**src/design/quadratic_2d_map_step_macros.svh**
```systemverilog
// assertion macros for the quadratic map step block
// used by the controller; needs nothing else
`ifndef QUADRATIC_2D_MAP_STEP_MACROS_SVH
`define QUADRATIC_2D_MAP_STEP_MACROS_SVH

// same-cycle implication, checked out of reset
`define QMS_ASSERT_NOW(label, clk, rst_n, ante, cons, msg) \
  label: assert property (@(posedge clk) disable iff (!rst_n) (ante) |-> (cons)) \
    else $error(msg);

// next-cycle implication, checked out of reset
`define QMS_ASSERT_NEXT(label, clk, rst_n, ante, cons, msg) \
  label: assert property (@(posedge clk) disable iff (!rst_n) (ante) |=> (cons)) \
    else $error(msg);

`endif

```
**src/design/qms_pkg.sv**
```systemverilog
// types, constants and product schedule tables for the quadratic map step block
// no dependencies
`default_nettype none

package qms_pkg;

  localparam int FRAC_BITS = 60;
  localparam int DATA_W    = 64;
  localparam int ACC_W     = 2 * DATA_W;
  localparam int NUM_COEFS = 12;
  localparam int NUM_PRODS = 13;

  localparam logic [1:0] FUNC_STEP  = 2'd0;
  localparam logic [1:0] FUNC_SEED  = 2'd1;
  localparam logic [1:0] FUNC_COEF  = 2'd2;

  localparam logic [3:0] COEF_X0    = 4'd0;
  localparam logic [3:0] COEF_Y0    = 4'd6;
  localparam logic [3:0] PROD_FIRST_NX = 4'd3;
  localparam logic [3:0] PROD_FIRST_NY = 4'd8;
  localparam logic [3:0] PROD_LAST  = 4'(NUM_PRODS - 1);
  localparam logic [1:0] PART_LAST  = 2'd3;

  // product codes that feed the squared and cross terms
  localparam logic [3:0] PROD_X2 = 4'd0;
  localparam logic [3:0] PROD_Y2 = 4'd1;
  localparam logic [3:0] PROD_XY = 4'd2;

  // state operands
  localparam logic [2:0] VAR_X  = 3'd0;
  localparam logic [2:0] VAR_Y  = 3'd1;
  localparam logic [2:0] VAR_X2 = 3'd2;
  localparam logic [2:0] VAR_XY = 3'd3;
  localparam logic [2:0] VAR_Y2 = 3'd4;

  typedef struct packed {
    logic [1:0]               func;
    logic [3:0]               coef_index;
    logic signed [DATA_W-1:0] value_x;
    logic signed [DATA_W-1:0] value_y;
  } in_item_t;

  typedef struct packed {
    logic signed [DATA_W-1:0] x_out;
    logic signed [DATA_W-1:0] y_out;
  } out_item_t;

  typedef struct packed {
    logic       issue;
    logic [3:0] sel;
    logic [1:0] part;
    logic       init_c0;
    logic       init_c6;
    logic       load_seed;
    logic       write_coef;
    logic       commit;
    logic       out_load;
  } qms_cmd_t;

  // coefficient used by each product; squares and cross term take none
  function automatic logic [3:0] prod_coef(input logic [3:0] sel);
    logic [3:0] c;
    case (sel)
      4'd3:    c = 4'd1;
      4'd4:    c = 4'd4;
      4'd5:    c = 4'd2;
      4'd6:    c = 4'd3;
      4'd7:    c = 4'd5;
      4'd8:    c = 4'd7;
      4'd9:    c = 4'd10;
      4'd10:   c = 4'd8;
      4'd11:   c = 4'd9;
      4'd12:   c = 4'd11;
      default: c = 4'd0;
    endcase
    return c;
  endfunction

  // first operand for the squares and cross term
  function automatic logic [2:0] prod_var_a(input logic [3:0] sel);
    logic [2:0] v;
    case (sel)
      PROD_Y2: v = VAR_Y;
      default: v = VAR_X;
    endcase
    return v;
  endfunction

  // second operand: the state term each product multiplies
  function automatic logic [2:0] prod_var_b(input logic [3:0] sel);
    logic [2:0] v;
    case (sel)
      4'd0, 4'd3, 4'd8:  v = VAR_X;
      4'd1, 4'd2, 4'd4,
      4'd9:              v = VAR_Y;
      4'd5, 4'd10:       v = VAR_X2;
      4'd6, 4'd11:       v = VAR_XY;
      default:           v = VAR_Y2;
    endcase
    return v;
  endfunction

endpackage

`default_nettype wire

```
**src/design/qms_controller.sv**
```systemverilog
// controller: item decode, product sequencing and result handshake
// depends on qms_pkg and quadratic_2d_map_step_macros.svh
`default_nettype none

`include "quadratic_2d_map_step_macros.svh"

module qms_controller
  import qms_pkg::*;
(
  input  wire logic     clk,
  input  wire logic     rst_n,
  input  wire logic     in_valid,
  output logic          in_stall,
  input  wire in_item_t in_data,
  output logic          out_valid,
  input  wire logic     out_stall,
  output qms_cmd_t      cmd
);

  localparam logic [2:0] ST_IDLE   = 3'd0;
  localparam logic [2:0] ST_INIT0  = 3'd1;
  localparam logic [2:0] ST_INIT1  = 3'd2;
  localparam logic [2:0] ST_ISSUE  = 3'd3;
  localparam logic [2:0] ST_DRAIN  = 3'd4;
  localparam logic [2:0] ST_COMMIT = 3'd5;
  localparam logic [2:0] ST_DONE   = 3'd6;

  logic [2:0] state_r, state_nxt;
  logic [3:0] sel_r, sel_nxt;
  logic [1:0] part_r, part_nxt;
  logic       drain_r, drain_nxt;
  logic       out_valid_r, out_valid_nxt;
  logic       accept, out_free, last_issue;

  assign in_stall   = (state_r != ST_IDLE);
  assign accept     = in_valid && !in_stall;
  assign out_free   = !out_valid_r || !out_stall;
  assign last_issue = (sel_r == PROD_LAST) && (part_r == PART_LAST);

  always_comb begin
    state_nxt = state_r;
    sel_nxt   = sel_r;
    part_nxt  = part_r;
    drain_nxt = drain_r;

    cmd            = '0;
    cmd.sel        = sel_r;
    cmd.part       = part_r;

    unique case (state_r)
      ST_IDLE: begin
        if (accept) begin
          cmd.load_seed  = (in_data.func == FUNC_SEED);
          cmd.write_coef = (in_data.func == FUNC_COEF) &&
                           (in_data.coef_index < 4'(NUM_COEFS));
          state_nxt = (in_data.func == FUNC_STEP) ? ST_INIT0 : ST_DONE;
        end
      end
      ST_INIT0: begin
        cmd.init_c0 = 1'b1;
        state_nxt   = ST_INIT1;
      end
      ST_INIT1: begin
        cmd.init_c6 = 1'b1;
        sel_nxt     = '0;
        part_nxt    = '0;
        state_nxt   = ST_ISSUE;
      end
      ST_ISSUE: begin
        cmd.issue = 1'b1;
        part_nxt  = part_r + 2'd1;
        if (part_r == PART_LAST) begin
          sel_nxt = sel_r + 4'd1;
        end
        if (last_issue) begin
          drain_nxt = 1'b0;
          state_nxt = ST_DRAIN;
        end
      end
      ST_DRAIN: begin
        // wait for the last product to reach the sums
        drain_nxt = 1'b1;
        if (drain_r) begin
          state_nxt = ST_COMMIT;
        end
      end
      ST_COMMIT: begin
        cmd.commit = 1'b1;
        state_nxt  = ST_DONE;
      end
      ST_DONE: begin
        if (out_free) begin
          cmd.out_load = 1'b1;
          state_nxt    = ST_IDLE;
        end
      end
      default: begin
        state_nxt = ST_IDLE;
      end
    endcase
  end

  always_comb begin
    if (cmd.out_load) begin
      out_valid_nxt = 1'b1;
    end else if (!out_stall) begin
      out_valid_nxt = 1'b0;
    end else begin
      out_valid_nxt = out_valid_r;
    end
  end

  always_ff @(posedge clk) begin
    if (!rst_n) begin
      state_r     <= ST_IDLE;
      sel_r       <= '0;
      part_r      <= '0;
      drain_r     <= 1'b0;
      out_valid_r <= 1'b0;
    end else begin
      state_r     <= state_nxt;
      sel_r       <= sel_nxt;
      part_r      <= part_nxt;
      drain_r     <= drain_nxt;
      out_valid_r <= out_valid_nxt;
    end
  end

  assign out_valid = out_valid_r;

  `QMS_ASSERT_NEXT(a_step_starts, clk, rst_n, accept && (in_data.func == FUNC_STEP), state_r == ST_INIT0, "step item did not start the sequence")
  `QMS_ASSERT_NOW(a_no_overwrite, clk, rst_n, cmd.out_load, !out_valid_r || !out_stall, "result loaded over one still waiting")
  `QMS_ASSERT_NEXT(a_last_issue_drains, clk, rst_n, (state_r == ST_ISSUE) && last_issue, (state_r == ST_DRAIN) && !cmd.issue, "product issue ran past the schedule")
  `QMS_ASSERT_NEXT(a_commit_then_done, clk, rst_n, cmd.commit, (state_r == ST_DONE) && !cmd.commit, "commit not followed by result")

endmodule

`default_nettype wire

```
**config.mk**
```make
export PLATFORM = sky130hd
export DESIGN_NAME = qms_controller
export DESIGN_NICKNAME = d
export VERILOG_FILES = /design/src/design/qms_pkg.sv /design/src/design/qms_controller.sv
export VERILOG_INCLUDE_DIRS = /design/src /design/src/design
export SDC_FILE = /design/constraint.sdc
export NUM_CORES = 1
export LEC_CHECK = 0
export ABC_AREA = 1
export BUFFER_PORTS_ARGS = -buffer_cell sky130_fd_sc_hd__clkbuf_2
export CAP_MARGIN = 10
export CORE_AREA = 2 2 59 61
export DETAILED_ROUTE_END_ITERATION = 10
export DIE_AREA = 0 0 61 63
export PLACE_DENSITY = 0.8
export SLEW_MARGIN = 25
export SYNTH_ARGS = -nofsm -noshare
export SYNTH_HDL_FRONTEND = slang
export SYNTH_SLANG_ARGS = --single-unit
```
**constraint.sdc**
```tcl
create_clock -name clk -period 1.5 [get_ports clk]
set_clock_uncertainty 0.1 [all_clocks]
set_input_delay 0.3 -clock clk [delete_from_list [all_inputs] [get_ports clk]]
set_output_delay 0.3 -clock clk [all_outputs]
set_load 0.02 [all_outputs]
```
==> qor.yml <==
timing:
  slew_violations: 0
  layout_min_cycle_time_ns: 1.62
  max_freq_ghz: 0.616
  final.setup.tns_ns: -0.692
  finalHoldViolations: 0
  setup_slack_ns: -0.123
  rsz0062_at_grt: "yes"
  setup_violations: 7
  slew_headroom_pct: 84.3
  worst-slew-pin-transition_ns: 0.235
  finalCritPeriodShare_pct: 108
final_layout:
  fin_area_um2: 1060
  antenna_cells: 0
  final-seq-area_um2: 226
  fill_cells: 354
  fin_nets: 282
  layout-drive-gt1-share_pct: 40.0
  multi_input_comb_area_um2: 433
  area_delta_synth_final_pct: 51.5
run_status:
  violations: "setup timing"
  status: "finished with violations"
yosys:
  synth_area_um2: 697
  synthCells: 106
  yosysTopAreaCell: "dfxtp_1"
  synth-warning-count: 0
  synth.area.top_cells: "dfxtp_1 32%, nand2_1 12%, nor2_1 9.2%"
  synth_top_area_share_pct: 31.6
  synth_cell_types: 20
  syn_nets: 247
  ys_seq_area_share_pct: 31.6
  syn_avg_cell_area_um2: 6.57
  ys_ff_latch: 11
routing:
  drtAntennaViolNets: 0
  vias: 785
  post_drt_wl_per_cell_um: 10.1
  vias_per_cell: 4.22
  met2WireLength_um: 943
  dr.pass1.iters: 4
  drt-met1-wl_um: 816
  post-route-drc-count: 0
  dr_wl_met3_um: 86
  drtIter0Drc: 12
  dr.max_layer_used: "met4"
  wl_mm: 1.88
clock_network:
  clk_latency_ns: 0.27
  htreeDepth: 1
  cts_tree: "done"
  cts_hold_buf: 0
  clk_path_buf_depth: 2
  cts.sinks: 11
  cts_buffers: 3
  clk_pin_slew_ns: 0.08
  cts_root_buffer: "clkbuf_4"
die:
  ios: 153
  die_h_um: 63
  die-area_um2: 3840
  initial_core_util_pct: 21.6
  row_count: 21
  die_w_um: 61
  coreArea_um2: 3230
power:
  power_w: 0.00172
  irDropWorstVdd_uv: 621
  power.density_nw_per_um2: 1630
  power_leakage_nw: 0.486
global_route:
  overflow: 0
  grt_pass1_vias: 676
  grt_start_max_net_pins: 8
  antenna_found_initial: 0
  track_usage_pct: 9.39
  grt_first_pass_wirelength_mm: 2.79
setup_path:
  crit_path_start_kind: "flop"
  crit_required_ns: 1.10
  crit_type: "flop to primary output"
  cp_max_fo: 2
  arrival_ns: 1.22
  worst-r2r-cell-count: 7
  cp-end-kind: "primary output"
placed_design:
  place_congestion: 0.728
  placed_cell_area_um2: 873
  io_buffer_count: 22
  dp_hpwl_mm: 1.32
flow_run:
  maxCapViolations: 0
hold_path:
  whs_path_depth: 3
  hold_class: "input port to flop"
state kept, by name, summed over array words and instances, names as in the netlist:
signal / cells
out_valid: 1
drain_r: 1
state_r: 3
sel_r: 4
part_r: 2
cell families after synthesis:
kind of cell               after synthesis  share of synthesized area, %
buffers and inverters                   20                          12.6
DFF                                     11                          31.6
and+or+nand+nor                         54                          35.0
AOI/OAI and AO/OA                       18                          15.4
adders and majority gates                3                          5.39
worst paths after layout:
path | slack [ns] | endpoint | start
max | -0.12 | cmd[2] | state_r[1]$_SDFFE_PN0P_
min | 0.19 | part_r[0]$_SDFFE_PN0P_ | rst_n
min reg2reg | 0.38 | drain_r$_SDFFE_PN0P_ | drain_r$_SDFFE_PN0P_
max reg2reg | 0.04 | sel_r[0]$_SDFFE_PN0P_ | state_r[2]$_SDFFE_PN0P_
metrics by stage:
| step | setup slack [ns] | std cells | util [%] | hold WS (ns) |
|---|---|---|---|---|
| after global placement | 0.0506 | 174 | 27.0 | 0.349 |
| after global routing | -0.213 | 186 | 32.7 | 0.210 |
| final | -0.123 | 186 | 32.7 | 0.193 |
| after CTS | -0.162 | 182 | 31.2 | 0.192 |
| after floorplan | -0.0272 | 106 | - | 0.338 |
| after detailed placement | 0.0130 | 174 | 27.0 | 0.367 |
layout make-up:
type | count | share of cell area, %
clock buffers | 4 | 2.49
inverters | 17 | 6.40
multi-input cells | 75 | 41.0
flip-flops and latches | 11 | 21.4
well taps | 46 | 5.45
repair buffers | 33 | 23.2
placed cells by master, fill, tap and decap left out, drive strengths merged:
master / instances
a211oi: 1
a21oi: 10
buf: 16
clkbuf: 21
clkinvlp: 1
dfxtp: 11
ha: 3
inv: 16
nand2: 24
nand3: 9
nor2: 19
nor3: 2
o21ai: 7
worst max-delay path: stages (launching register included):
cell	delay, ns
dfxtp_2	0.34
nor3_4	0.21
nand2_2	0.09
a211oi_2	0.14
buf_4	0.17
repair_timing:
action | in CTS | in global routing
gates resized for setup | 23 | 9
cloned | 0 | 0
buffers inserted | 4 | 4
pin swaps | 3 | 5
setup endpoints to repair | 8 | 11
per-layer routing:
layer	vias up	global-route usage, %
met5	-	0
met4	0	4.08
met3	4	2.07
met2	16	15.1
met1	365	11.7
li1	400	-
where the power goes:
| group | internal, W | total (W) | switching (W) |
|---|---|---|---|
| Clock | 0.000103 | 0.000208 | 0.000105 |
| Sequential | 0.000359 | 0.000415 | 0.0000551 |
| Combinational | 0.000473 | 0.00110 | 0.000627 |
| Total | 0.000936 | 0.00172 | 0.000787 |
synth_stat cells:
master     n
a211oi_1   1
nand3_4    1
nand2_2    2
ha_1       3
buf_6      1
o21ai_2    1
inv_1     16
nor2_4     1
nor3_1     2
inv_2      1
o21ai_0    5
nand2_1   22
nand3_1    8
clkbuf_2   1
a21oi_1   10
nor2_2     1
dfxtp_1   11
o21ai_4    1
buf_4      1
nor2_1    17
(Power assumes the default switching activity.)
